<file path="src/sv/rlc_pkg.sv">
package rlc_pkg;

   // command codes
   localparam logic [2:0] CMD_SET      = 3'd0;
   localparam logic [2:0] CMD_TOGGLE   = 3'd1;
   localparam logic [2:0] CMD_INC      = 3'd2;
   localparam logic [2:0] CMD_DEC      = 3'd3;
   localparam logic [2:0] CMD_ALL_FULL = 3'd4;
   localparam logic [2:0] CMD_ALL_MEMO = 3'd5;
   localparam logic [2:0] CMD_PERIOD   = 3'd6;
   localparam logic [2:0] CMD_TICK     = 3'd7;

   localparam int NUM_CHANNELS = 3;

   localparam logic [3:0] LEVEL_STEPS = 4'd14;
   localparam logic [3:0] FULL_LEVEL  = 4'd15;
   localparam logic [3:0] MAX_PERIOD  = 4'd10;
   localparam logic [7:0] FULL_DUTY   = 8'd255;

   localparam int WAVE_LEN = 171;
   localparam int ROM_SIZE = 171;

   // rom read phase of red, green, blue
   localparam logic [7:0] PHASE [NUM_CHANNELS] = '{8'd0, 8'd85, 8'd170};

   localparam logic [7:0] LOG_DUTY [14] = '{
      8'd0, 8'd1, 8'd2, 8'd3, 8'd4, 8'd6, 8'd10, 8'd16, 8'd26, 8'd40,
      8'd64, 8'd102, 8'd161, 8'd255
   };

   localparam logic [7:0] SINE_ROM [ROM_SIZE] = '{
      8'd0,   8'd5,   8'd9,   8'd14,  8'd19,  8'd24,  8'd28,  8'd33,  8'd38,  8'd42,
      8'd47,  8'd51,  8'd56,  8'd61,  8'd65,  8'd70,  8'd74,  8'd79,  8'd83,  8'd88,
      8'd92,  8'd96,  8'd101, 8'd105, 8'd109, 8'd114, 8'd118, 8'd122, 8'd126, 8'd130,
      8'd134, 8'd138, 8'd142, 8'd146, 8'd150, 8'd154, 8'd157, 8'd161, 8'd165, 8'd168,
      8'd172, 8'd175, 8'd179, 8'd182, 8'd185, 8'd188, 8'd192, 8'd195, 8'd198, 8'd201,
      8'd203, 8'd206, 8'd209, 8'd212, 8'd214, 8'd217, 8'd219, 8'd222, 8'd224, 8'd226,
      8'd228, 8'd230, 8'd232, 8'd234, 8'd236, 8'd238, 8'd239, 8'd241, 8'd243, 8'd244,
      8'd245, 8'd247, 8'd248, 8'd249, 8'd250, 8'd251, 8'd251, 8'd252, 8'd253, 8'd253,
      8'd254, 8'd254, 8'd255, 8'd255, 8'd255, 8'd255, 8'd255, 8'd255, 8'd255, 8'd254,
      8'd254, 8'd253, 8'd253, 8'd252, 8'd251, 8'd251, 8'd250, 8'd249, 8'd248, 8'd247,
      8'd245, 8'd244, 8'd243, 8'd241, 8'd239, 8'd238, 8'd236, 8'd234, 8'd232, 8'd230,
      8'd228, 8'd226, 8'd224, 8'd222, 8'd219, 8'd217, 8'd214, 8'd212, 8'd209, 8'd206,
      8'd203, 8'd201, 8'd198, 8'd195, 8'd192, 8'd188, 8'd185, 8'd182, 8'd179, 8'd175,
      8'd172, 8'd168, 8'd165, 8'd161, 8'd157, 8'd154, 8'd150, 8'd146, 8'd142, 8'd138,
      8'd134, 8'd130, 8'd126, 8'd122, 8'd118, 8'd114, 8'd109, 8'd105, 8'd101, 8'd96,
      8'd92,  8'd88,  8'd83,  8'd79,  8'd74,  8'd70,  8'd65,  8'd61,  8'd56,  8'd51,
      8'd47,  8'd42,  8'd38,  8'd33,  8'd28,  8'd24,  8'd19,  8'd14,  8'd9,   8'd5,
      8'd0
   };

   typedef struct packed {
      logic [2:0] command;
      logic [1:0] channel;
      logic [7:0] value;
   } cmd_type;

   typedef struct packed {
      logic [7:0] duty_red;
      logic [7:0] duty_green;
      logic [7:0] duty_blue;
      logic       cycling_on;
   } result_type;

   // duty driven for a channel level
   function automatic logic [7:0] level_duty(input logic [3:0] lvl);
      logic [7:0] d;
      if (lvl == 4'd0) begin
         d = 8'd0;
      end else if (lvl > LEVEL_STEPS) begin
         d = FULL_DUTY;
      end else begin
         d = LOG_DUTY[lvl - 4'd1];
      end
      return d;
   endfunction

   // half-sine lookup, zero past the end of the wave
   function automatic logic [7:0] sine_duty(input logic [7:0] idx);
      logic [7:0] d;
      if (int'(idx) < WAVE_LEN && int'(idx) < ROM_SIZE) begin
         d = SINE_ROM[idx];
      end else begin
         d = 8'd0;
      end
      return d;
   endfunction

endpackage

</file>
<file path="src/sv/rlc_in_stage.sv">
module rlc_in_stage (
   input  logic              clock,
   input  logic              reset,
   input  logic              req_valid,
   output logic              req_ready,
   input  logic [2:0]        req_command,
   input  logic [1:0]        req_channel,
   input  logic [7:0]        req_value,
   input  logic              advance,
   output logic              cmd_valid,
   output rlc_pkg::cmd_type  cmd
);

   logic             valid_ff, valid_in;
   rlc_pkg::cmd_type cmd_ff, cmd_in;
   logic             take;

   // slot frees when its command moves on in the same cycle
   assign req_ready = !valid_ff || advance;
   assign take      = req_valid && req_ready;

   always_comb begin
      valid_in = valid_ff;
      cmd_in   = cmd_ff;
      if (take) begin
         valid_in       = 1'b1;
         cmd_in.command = req_command;
         cmd_in.channel = req_channel;
         cmd_in.value   = req_value;
      end else if (advance) begin
         valid_in = 1'b0;
      end
   end

   always_ff @(posedge clock) begin
      if (reset) begin
         valid_ff <= 1'b0;
      end else begin
         valid_ff <= valid_in;
      end
      cmd_ff <= cmd_in;
   end

   assign cmd_valid = valid_ff;
   assign cmd       = cmd_ff;

endmodule

</file>
<file path="src/sv/rlc_core.sv">
module rlc_core (
   input  logic                clock,
   input  logic                reset,
   input  logic                fire,
   input  rlc_pkg::cmd_type    cmd,
   output rlc_pkg::result_type result
);

   logic [3:0] level_ff [rlc_pkg::NUM_CHANNELS];
   logic [3:0] level_in [rlc_pkg::NUM_CHANNELS];
   logic [3:0] memo_ff  [rlc_pkg::NUM_CHANNELS];
   logic [3:0] memo_in  [rlc_pkg::NUM_CHANNELS];
   logic [7:0] duty_ff  [rlc_pkg::NUM_CHANNELS];
   logic [7:0] duty_in  [rlc_pkg::NUM_CHANNELS];
   logic [3:0] period_ff, period_in;
   logic [3:0] countdown_ff, countdown_in;
   logic [7:0] wave_pos_ff, wave_pos_in;

   logic [rlc_pkg::NUM_CHANNELS-1:0] changed;
   logic       any_level, any_memo, chan_cmd, tick_run, reload;
   logic       sel, want;
   logic [3:0] cur, nv;

   always_comb begin
      any_level = 1'b0;
      any_memo  = 1'b0;
      for (int c = 0; c < rlc_pkg::NUM_CHANNELS; c++) begin
         any_level = any_level || (level_ff[c] != 4'd0);
         any_memo  = any_memo  || (memo_ff[c] != 4'd0);
      end

      chan_cmd = (cmd.command == rlc_pkg::CMD_SET || cmd.command == rlc_pkg::CMD_TOGGLE ||
                  cmd.command == rlc_pkg::CMD_INC || cmd.command == rlc_pkg::CMD_DEC);
      tick_run = (cmd.command == rlc_pkg::CMD_TICK) && (period_ff != 4'd0);
      reload   = tick_run && (countdown_ff == 4'd0);

      sel  = 1'b0;
      want = 1'b0;
      cur  = 4'd0;
      nv   = 4'd0;
      for (int c = 0; c < rlc_pkg::NUM_CHANNELS; c++) begin
         sel        = chan_cmd && (cmd.channel == 2'(c));
         cur        = level_ff[c];
         nv         = cur;
         want       = 1'b0;
         memo_in[c] = memo_ff[c];
         case (cmd.command)
            rlc_pkg::CMD_SET: begin
               want = sel;
               nv   = (cmd.value > 8'(rlc_pkg::LEVEL_STEPS)) ? rlc_pkg::FULL_LEVEL
                                                            : cmd.value[3:0];
            end
            rlc_pkg::CMD_TOGGLE: begin
               want = sel;
               if (cur != 4'd0) begin
                  nv = 4'd0;
                  if (sel) begin
                     memo_in[c] = cur;
                  end
               end else if (memo_ff[c] != 4'd0) begin
                  nv = memo_ff[c];
               end else begin
                  nv = rlc_pkg::LEVEL_STEPS;
               end
            end
            rlc_pkg::CMD_INC: begin
               want = sel;
               if (cur == rlc_pkg::LEVEL_STEPS) begin
                  nv = 4'd0;
               end else if (cur > rlc_pkg::LEVEL_STEPS) begin
                  nv = rlc_pkg::FULL_LEVEL;
               end else begin
                  nv = cur + 4'd1;
               end
               if (sel) begin
                  memo_in[c] = nv;
               end
            end
            rlc_pkg::CMD_DEC: begin
               want = sel;
               if (cur == 4'd0 || cur > rlc_pkg::LEVEL_STEPS) begin
                  nv = rlc_pkg::LEVEL_STEPS;
               end else begin
                  nv = cur - 4'd1;
               end
               if (sel) begin
                  memo_in[c] = nv;
               end
            end
            rlc_pkg::CMD_ALL_FULL: begin
               want = 1'b1;
               nv   = any_level ? 4'd0 : rlc_pkg::LEVEL_STEPS;
            end
            rlc_pkg::CMD_ALL_MEMO: begin
               want = 1'b1;
               if (any_level) begin
                  nv = 4'd0;
               end else if (any_memo) begin
                  nv = memo_ff[c];
               end else begin
                  nv = rlc_pkg::LEVEL_STEPS;
               end
            end
            default: begin
               want = 1'b0;
            end
         endcase

         changed[c]  = want && (nv != cur);
         level_in[c] = changed[c] ? nv : cur;
         if (changed[c]) begin
            duty_in[c] = rlc_pkg::level_duty(nv);
         end else if (reload) begin
            duty_in[c] = rlc_pkg::sine_duty(wave_pos_ff + rlc_pkg::PHASE[c]);
         end else begin
            duty_in[c] = duty_ff[c];
         end
      end

      // any real level change stops cycling
      if (|changed) begin
         period_in = 4'd0;
      end else if (cmd.command == rlc_pkg::CMD_PERIOD) begin
         period_in = (cmd.value > 8'(rlc_pkg::MAX_PERIOD)) ? rlc_pkg::MAX_PERIOD
                                                          : cmd.value[3:0];
      end else begin
         period_in = period_ff;
      end

      countdown_in = countdown_ff;
      wave_pos_in  = wave_pos_ff;
      if (reload) begin
         countdown_in = period_ff - 4'd1;
         wave_pos_in  = wave_pos_ff + 8'd1;
      end else if (tick_run) begin
         countdown_in = countdown_ff - 4'd1;
      end
   end

   always_ff @(posedge clock) begin
      if (reset) begin
         for (int c = 0; c < rlc_pkg::NUM_CHANNELS; c++) begin
            level_ff[c] <= 4'd0;
            memo_ff[c]  <= 4'd0;
            duty_ff[c]  <= 8'd0;
         end
         period_ff    <= 4'd0;
         countdown_ff <= 4'd0;
         wave_pos_ff  <= 8'd0;
      end else if (fire) begin
         for (int c = 0; c < rlc_pkg::NUM_CHANNELS; c++) begin
            level_ff[c] <= level_in[c];
            memo_ff[c]  <= memo_in[c];
            duty_ff[c]  <= duty_in[c];
         end
         period_ff    <= period_in;
         countdown_ff <= countdown_in;
         wave_pos_ff  <= wave_pos_in;
      end
   end

   assign result.duty_red   = duty_in[0];
   assign result.duty_green = duty_in[1];
   assign result.duty_blue  = duty_in[2];
   assign result.cycling_on = (period_in != 4'd0);

endmodule

</file>
<file path="src/sv/rlc_out_stage.sv">
module rlc_out_stage (
   input  logic                clock,
   input  logic                reset,
   input  logic                load,
   input  rlc_pkg::result_type result,
   output logic                can_load,
   output logic                rsp_valid,
   input  logic                rsp_ready,
   output logic [7:0]          rsp_duty_red,
   output logic [7:0]          rsp_duty_green,
   output logic [7:0]          rsp_duty_blue,
   output logic                rsp_cycling_on
);

   logic                valid_ff, valid_in;
   rlc_pkg::result_type result_ff, result_in;

   assign can_load = !valid_ff || rsp_ready;

   always_comb begin
      valid_in  = valid_ff;
      result_in = result_ff;
      if (load) begin
         valid_in  = 1'b1;
         result_in = result;
      end else if (rsp_ready) begin
         valid_in = 1'b0;
      end
   end

   always_ff @(posedge clock) begin
      if (reset) begin
         valid_ff <= 1'b0;
      end else begin
         valid_ff <= valid_in;
      end
      result_ff <= result_in;
   end

   assign rsp_valid      = valid_ff;
   assign rsp_duty_red   = result_ff.duty_red;
   assign rsp_duty_green = result_ff.duty_green;
   assign rsp_duty_blue  = result_ff.duty_blue;
   assign rsp_cycling_on = result_ff.cycling_on;

endmodule

</file>
<file path="src/sv/rgb_led_level_and_color_cycle_top.sv">
// an accepted command is registered, then its result beat is registered for the rsp side
// throughput: one command per cycle, limited only by the result side taking beats
// the command register and the result register each free up in the cycle they drain
// reset: synchronous, active high; clears all levels, memos, duties and the cycle state
// and empties both registers, so no result beat is shown until a command arrives
module rgb_led_level_and_color_cycle_top (
   input  logic       clock,
   input  logic       reset,
   input  logic       req_valid,
   output logic       req_ready,
   input  logic [2:0] req_command,
   input  logic [1:0] req_channel,
   input  logic [7:0] req_value,
   output logic       rsp_valid,
   input  logic       rsp_ready,
   output logic [7:0] rsp_duty_red,
   output logic [7:0] rsp_duty_green,
   output logic [7:0] rsp_duty_blue,
   output logic       rsp_cycling_on
);

   // registered command waiting for the state update
   logic                cmd_valid;
   rlc_pkg::cmd_type    cmd;

   // next state as seen by the result register
   rlc_pkg::result_type result;

   // handshake between the two registers
   logic                can_load;
   logic                fire;

   // a command executes when the result register has room for its beat
   assign fire = cmd_valid && can_load;

   // command register: takes a new beat while a result beat is stalled only if it is empty
   rlc_in_stage u_in (
      .clock       (clock),
      .reset       (reset),
      .req_valid   (req_valid),
      .req_ready   (req_ready),
      .req_command (req_command),
      .req_channel (req_channel),
      .req_value   (req_value),
      .advance     (fire),
      .cmd_valid   (cmd_valid),
      .cmd         (cmd)
   );

   // levels, memos, duties and the color-cycle state; updates on fire
   rlc_core u_core (
      .clock  (clock),
      .reset  (reset),
      .fire   (fire),
      .cmd    (cmd),
      .result (result)
   );

   // result register feeding the rsp channel
   rlc_out_stage u_out (
      .clock          (clock),
      .reset          (reset),
      .load           (fire),
      .result         (result),
      .can_load       (can_load),
      .rsp_valid      (rsp_valid),
      .rsp_ready      (rsp_ready),
      .rsp_duty_red   (rsp_duty_red),
      .rsp_duty_green (rsp_duty_green),
      .rsp_duty_blue  (rsp_duty_blue),
      .rsp_cycling_on (rsp_cycling_on)
   );

endmodule

</file>
<file path="config.mk">
export PLATFORM = sky130hd
export DESIGN_NAME = rgb_led_level_and_color_cycle_top
export DESIGN_NICKNAME = d
export VERILOG_FILES = /design/src/sv/rlc_pkg.sv /design/src/sv/rlc_in_stage.sv /design/src/sv/rlc_core.sv /design/src/sv/rlc_out_stage.sv /design/src/sv/rgb_led_level_and_color_cycle_top.sv
export SDC_FILE = /design/constraint.sdc
export NUM_CORES = 1
export LEC_CHECK = 0
export BUFFER_PORTS_ARGS = -buffer_cell sky130_fd_sc_hd__buf_4
export CAP_MARGIN = 20
export CORE_MARGIN = 8
export CORE_UTILIZATION = 55
export CTS_BUF_LIST = sky130_fd_sc_hd__clkbuf_4 sky130_fd_sc_hd__clkbuf_8
export DETAILED_ROUTE_END_ITERATION = 8
export GPL_TIMING_DRIVEN = 0
export PLACE_DENSITY = 0.76
export SYNTH_ARGS = -nofsm -noshare
export SYNTH_HDL_FRONTEND = slang
export SYNTH_SLANG_ARGS = --single-unit
</file>
<file path="constraint.sdc">
create_clock -name clock -period 4.7 [get_ports clock]
set_clock_uncertainty 0.2 [all_clocks]
set_input_delay 0.47 -clock clock [delete_from_list [all_inputs] [get_ports clock]]
set_output_delay 0.47 -clock clock [all_outputs]
set_load 0.005 [all_outputs]
</file>
==> results of run 1 <==
==> through the flow <==
step	hold WS [ps]	instance area, um2	worst slack, ps	TNS [ps]
final	63.2	13600	127	0
after global routing	46.1	13600	-11.6	-16.8
after CTS	48.0	13400	-0.650	-0.650
after detailed placement	271	13100	-731	-16380
after global placement	260	13100	-888	-18670
after floorplan	235	12400	414	0
==> worst paths after layout <==
kind,to,cells past startpoint
min reg2reg,u_core.period_ff[3],2
max,u_core.duty_ff[0][0],18
max reg2reg,u_core.duty_ff[0][0],18
min,u_in.cmd[3],1
==> cell usage in the layout (no fill, tap or decap), types with 19 or more instances in the layout <==
| cell type | synthesis | routed |
|---|---|---|
| nor2_1 | 166 | 163 |
| nor2b_1 | 34 | 34 |
| ha_1 | 55 | 52 |
| o211ai_1 | 41 | 41 |
| o21ai_0 | 124 | 123 |
| buf_2 | 21 | 22 |
| a21oi_1 | 137 | 136 |
| nand2_1 | 137 | 137 |
| clkbuf_2 | 0 | 25 |
| clkbuf_1 | 102 | 72 |
| buf_4 | 5 | 63 |
| mux2i_1 | 19 | 19 |
| inv_1 | 34 | 33 |
| edfxtp_1 | 86 | 86 |
| xnor2_1 | 27 | 26 |
| nand2b_1 | 19 | 19 |
| nand3_1 | 42 | 42 |
| a31oi_1 | 32 | 32 |
| nor3_1 | 56 | 55 |
| a211oi_1 | 31 | 31 |
| buf_1 | 24 | 20 |
==> per-layer routing <==
metal  global-route usage (%)  vias to the layer above
met5                        0                        -
met4                     18.4                        0
met3                     6.16                      259
met2                     52.7                     1142
met1                     42.3                     6578
li1                         -                     6235
==> power by group through the flow <==
stage / Sequential (uW) / Combinational, uW / Clock (uW)
6_report: 1100 / 757 / 561
5_1_grt: 1100 / 812 / 590
4_1_cts: 1090 / 726 / 563
3_5_place_dp: 1110 / 707 / 0
3_3_place_gp: 1110 / 694 / 0
2_1_floorplan: 1110 / 519 / 0
==> cells by family (layout without fill, tap and decap cells) <==
family	after synthesis	after routing	synth area share, %
xor+xnor	42	42	2.97
buf+inv	198	268	6.66
fa+ha+maj	56	56	5.64
mux	30	30	3.18
flops	104	104	23.8
compound gates	597	597	33.8
simple gates	582	582	24.0
==> state kept, by name, indices dropped and copies added, names as in the netlist, 4 cells and up <==
register / count
u_core.wave_pos_ff: 8
u_core.duty_ff: 24
u_out.rsp_duty_blue: 8
u_in.cmd: 13
u_core.memo_ff: 12
u_core.level_ff: 12
u_core.period_ff: 4
u_core.countdown_ff: 4
u_out.rsp_duty_red: 8
u_out.rsp_duty_green: 8
==> final cells by class <==
cell class | instances | area [um2]
Clock inverter | 6 | 62.6
Sequential cell | 104 | 2950
Fill cell | 2056 | 8790
Timing Repair Buffer | 59 | 463
Inverter | 43 | 185
Tap cell | 285 | 357
Buffer | 150 | 674
Clock buffer | 10 | 131
Multi-Input combinational cell | 1307 | 8750
==> repair_timing <==
action / 4_1_cts / 5_1_grt
pin swaps: 5 / 4
setup buffers: 9 / 6
resized for setup: 34 / 47
hold endpoints to repair: 0 / 0
endpoints found under the setup margin: 45 / 44
==> flow_metrics.env, run 1 <==
export IMPL_clkPwrFrac_pct=23.2
export IMPL_crit_buf_inv=5
export IMPL_worst_hold_startpoint="req_value[3]"
export IMPL_cts_buffers_inserted=9
export IMPL_maxSlewViolCount=0
export IMPL_cp_common_cell="ha_1"
export IMPL_synth_top_cells_by_count="nor2_1, a21oi_1, nand2_1"
export IMPL_core_region_area_um2=22400
export IMPL_worst_ep_arrival_time_ps=4490
export IMPL_outcome="finished clean"
export IMPL_clock_latency_ps=390
export IMPL_swShare_pct=34.5
export IMPL_netlist_area_um2=12400
export IMPL_reg2reg_from="u_core.level_ff[0][1]"
export IMPL_gp_congestion=1.04
export IMPL_drt_initial_drc_count=2038
export IMPL_hold_buffers=0
export IMPL_timing_critical_path_from_type="flop"
export IMPL_area_growth_synth_to_final_pct=9.68
export IMPL_cts_sinks=104
export IMPL_total_gr_overflow=0
export IMPL_path_clk_slew_ps=120
export IMPL_yosys_warnings=0
export IMPL_static_leakage_power_uw=0.00490
export IMPL_port_buffer_count=43
export IMPL_seq_power_share_pct=45.4
export IMPL_routed_wire_length_per_instance_um=24.6
export IMPL_placed_cells_incl_taps=1938
export IMPL_synth_edf_count=86
export IMPL_detail_routed_via_count_per_cell=7.24
export IMPL_cts_tree="yes"
export IMPL_clock_fmax_mhz=219
export IMPL_critPathMaxStageDelay_ps=430
export IMPL_irDropWorstVdd_uv=157
export IMPL_synthMostInstantiatedCell="nor2_1"
export IMPL_crit_chain="clkbuf_2, inv_1, ha_1, nor3b_4, buf_4, nor4_1, nand3b_1, a211oi_4, nor2_4, inv_4, ha_1, ha_1, clkbuf_2, xnor2_1, o21ai_0, a2bb2oi_2, o22ai_1, nor3b_2"
export IMPL_synth_seq_cells=104
export IMPL_met3_length_mm=5.39
export IMPL_grt_max_degree=25
export IMPL_totalPowerFinal_uw=2420
export IMPL_critPathLaunch="u_core.level_ff[0][1]"
export IMPL_timing_hold_violations_final=0
export IMPL_post_synth_main_area_contributors="edfxtp_1, ha_1, a21oi_1, nor2_1, o21ai_0"
export IMPL_synth_top_flop_cell="edfxtp_1"
export IMPL_maxCapViolations=0
export IMPL_yosysTopAreaCell="edfxtp_1"
export IMPL_cts_max_path_bufs=2
export IMPL_grt_antenna_before_repair=0
export IMPL_die_x_um=166
export IMPL_detail_route_drc_violations=0
export IMPL_worst_endpoint_required_ps=4610
export IMPL_wire_length_on_met2_mm=21.2
export IMPL_asyncSetResetFlopFracSynth_pct=0
export IMPL_synth_yosys_seq_area_share_pct=23.8
export IMPL_setup_violators_final=0
export IMPL_worst_setup_path_type="flop to flop"
export IMPL_num_antenna_cells=0
export IMPL_io_pins=44
export IMPL_first_pass_iters=6
export IMPL_proportion_of_layout_cells_with_a_drive_suffix_above_1_pct=14.2
export IMPL_r2r_slack_ps=130
export IMPL_synth_distinct_cells=111
export IMPL_drt_met1_wl_mm=18.6
export IMPL_cell_internal_power_uw=1580
export IMPL_clock_tree_htree_level_count=3
export IMPL_postRouteWirelength_mm=48.3
export IMPL_stdcell_count=1964
export IMPL_synth_avg_cell_area_um2=7.69
export IMPL_topRoutingLayerUsed="met4"
export IMPL_start_util_pct=55.3
export IMPL_number_of_global_route_vias_before_repair=13000
export IMPL_num_nets_final=1746
export IMPL_min_delay_path_class="input pin to flop"
export IMPL_vias=14200
export IMPL_largest_fanout_on_the_critical_path=11
export IMPL_mappedNetlistNets=1681
export IMPL_slew_headroom_pct=33.6
export IMPL_crit_path_top_delay_cell="edfxtp_1"
export IMPL_worst_path_dominant_cell_family="simple AND/OR/NAND/NOR gates"
export IMPL_grt_pass1_wl_mm=74.5
export IMPL_die_area_um2=27600
export IMPL_p_sw_uw=833
export IMPL_postLayoutCoreUtil_pct=60.7
export IMPL_antenna_violating_nets_post_route=0
export IMPL_timing_worst_slew_pin_value_ps=995
export IMPL_dp_hpwl_mm=35.5
export IMPL_combinational_power_share_pct=31.3
export IMPL_die_height_um=166
export IMPL_cellPowerDensity_nw_per_um2=178
export IMPL_grtUsageTotal_pct=33.3
export IMPL_share_of_the_clock_period_used_by_the_worst_path_after_layout_pct=97.3
export IMPL_clk_root_buffer_cell="clkbuf_8"
export IMPL_rows=55
export IMPL_finalWorstPathRequiredPeriod_ps=4570
export IMPL_kind_of_end_point_of_the_critical_path="flop"
export IMPL_synthCells=1609
export IMPL_synth_largest_type_area_fraction_pct=20.9
Power figures use the tool's default switching activity.
==> run 2: changes to the inputs <==
Settings changed: CTS_CLUSTER_SIZE set to 25, PLACE_DENSITY 0.76 to 0.68.
==> flow_metrics.env, run 2 (same netlist as run 1, synthesis figures left out) <==
export IMPL_outcome="finished clean"
export IMPL_dp_hpwl_mm=36.3
export IMPL_cts_max_path_bufs=2
export IMPL_multi_input_area_um2=8770
export IMPL_max_flop_register="u_core.duty_ff"
export IMPL_cts_tree="yes"
export IMPL_proportion_of_layout_cells_with_a_drive_suffix_above_1_pct=14.4
export IMPL_worst_ep_arrival_time_ps=4630
export IMPL_crit_path_top_delay_cell="dfxtp_2"
export IMPL_critPathLaunch="u_core.wave_pos_ff[1]"
export IMPL_static_leakage_power_uw=0.00490
export IMPL_drt_initial_drc_count=2245
export IMPL_grt_pass1_wl_mm=76.0
export IMPL_min_delay_path_class="input pin to flop"
export IMPL_worst_path_dominant_cell_family="compound AO/OA/AOI/OAI gates"
export IMPL_port_buffer_count=43
export IMPL_area_sequential_um2=2950
export IMPL_core_region_area_um2=22400
export IMPL_grt_setup_unrepaired="true"
export IMPL_detail_routed_via_count_per_cell=7.20
export IMPL_num_antenna_cells=0
export IMPL_kind_of_end_point_of_the_critical_path="flop"
export IMPL_layout_common_cells="nor2_1, nand2_1, a21oi_1"
export IMPL_cts_sinks=104
export IMPL_cellPowerDensity_nw_per_um2=179
export IMPL_share_of_the_clock_period_used_by_the_worst_path_after_layout_pct=97.6
export IMPL_grt_antenna_before_repair=0
export IMPL_layout_cells_most_common="nor2_1"
export IMPL_crit_chain="clkbuf_2, clkinvlp_4, ha_1, clkinv_1, nor2_1, a221oi_1, o311a_1, a311oi_1, a311oi_2, o32ai_2, nor2b_1"
export IMPL_maxCapViolations=0
export IMPL_totalPowerFinal_uw=2430
export IMPL_hold_buffers=0
export IMPL_timing_critical_path_from_type="flop"
export IMPL_nFillCells=2133
export IMPL_placed_area_um2=13100
export IMPL_maxSlewViolCount=0
export IMPL_postLayoutCoreUtil_pct=60.8
export IMPL_timing_hold_violations_final=0
export IMPL_reg2reg_from="u_core.wave_pos_ff[1]"
export IMPL_first_pass_iters=7
export IMPL_setup_violators_final=0
export IMPL_grtUsageTotal_pct=33.9
export IMPL_clock_tree_htree_level_count=3
export IMPL_largest_register_ffs=24
export IMPL_die_area_um2=27600
export IMPL_slew_headroom_pct=34.2
export IMPL_critPathMaxStageDelay_ps=570
export IMPL_finalWorstPathRequiredPeriod_ps=4590
export IMPL_postLayoutCellArea_um2=13600
export IMPL_rows=55
export IMPL_path_clk_slew_ps=120
export IMPL_timing_worst_slew_pin_value_ps=986
export IMPL_vias=14100
export IMPL_antenna_violating_nets_post_route=0
export IMPL_die_height_um=166
export IMPL_irDropWorstVdd_uv=128
export IMPL_clk_root_buffer_cell="clkbuf_8"
export IMPL_gp_congestion=1.04
export IMPL_routed_wire_length_per_instance_um=25.1
export IMPL_postRouteWirelength_mm=49.4
export IMPL_crit_buf_inv=3
export IMPL_grt_max_degree=25
export IMPL_detail_route_drc_violations=0
export IMPL_die_x_um=166
export IMPL_io_pins=44
export IMPL_worst_setup_path_type="flop to flop"
export IMPL_worst_endpoint_required_ps=4750
export IMPL_num_nets_final=1747
export IMPL_number_of_global_route_vias_before_repair=13300
export IMPL_start_util_pct=55.3
export IMPL_clock_fmax_mhz=218
export IMPL_area_growth_synth_to_final_pct=9.86
export IMPL_total_gr_overflow=0
export IMPL_cts_buffers_inserted=9
export IMPL_worst_hold_startpoint="req_value[2]"
export IMPL_largest_fanout_on_the_critical_path=11
export IMPL_clock_latency_ps=390
run 2: changes by cell type in the layout (fill, tap and decap cells not counted), moves of 2 or more:
cell | previous run | this run
a2111oi_1 | 0 | 3
ha_2 | 2 | 5
nor3_2 | 5 | 3
clkbuf_1 | 72 | 70
ha_1 | 52 | 49
a2111oi_0 | 5 | 3
run 2: final cells by class:
type                    instances  area share, %
plain buffers                 150           5.02
clock buffers                   9          0.911
clock inverters                 7          0.451
inverters                      43           1.34
multi-input cells            1307           64.5
flip-flops and latches        104           21.7
well taps                     285           2.62
repair buffers                 60           3.46
run 2: timing repair:
action,4_1_cts,5_1_grt
buffers inserted,3,13
endpoints found under the setup margin,47,44
pin swaps,4,7
resized for setup,39,53
run 2: metal layers:
metal | track usage, % | vias up | share of wire, %
met5 | 0 | - | 0
met4 | 18.4 | 0 | 5.8
met3 | 5.89 | 221 | 11
met2 | 53.3 | 1069 | 45
met1 | 43.7 | 6630 | 39
li1 | - | 6229 | -
run 2: metrics by stage:
stage	setup TNS, ps	setup slack [ps]	hold slack (ps)	cells
2_1_floorplan	0	414	235	1609
3_3_place_gp	-18030	-897	262	1937
3_5_place_dp	-18040	-882	258	1938
4_1_cts	0	11.0	41.3	1955
5_1_grt	-153	-66.4	42.5	1965
6_report	0	113	50.4	1965
run 2: path summary, 6_finish.rpt:
path / to / slack, ps / cells past startpoint
worst max-delay path: u_core.duty_ff[0][8] / 110 / 11
worst min-delay path: u_in.cmd[2] / 50 / 1
worst max register to register: u_core.duty_ff[0][8] / 110 / 11
worst min register to register: u_core.period_ff[3] / 270 / 2
run 2: power by group:
| group | switching, uW | internal (uW) |
|---|---|---|
| Sequential | 34.3 | 1060 |
| Clock | 358 | 205 |
| Combinational | 462 | 306 |
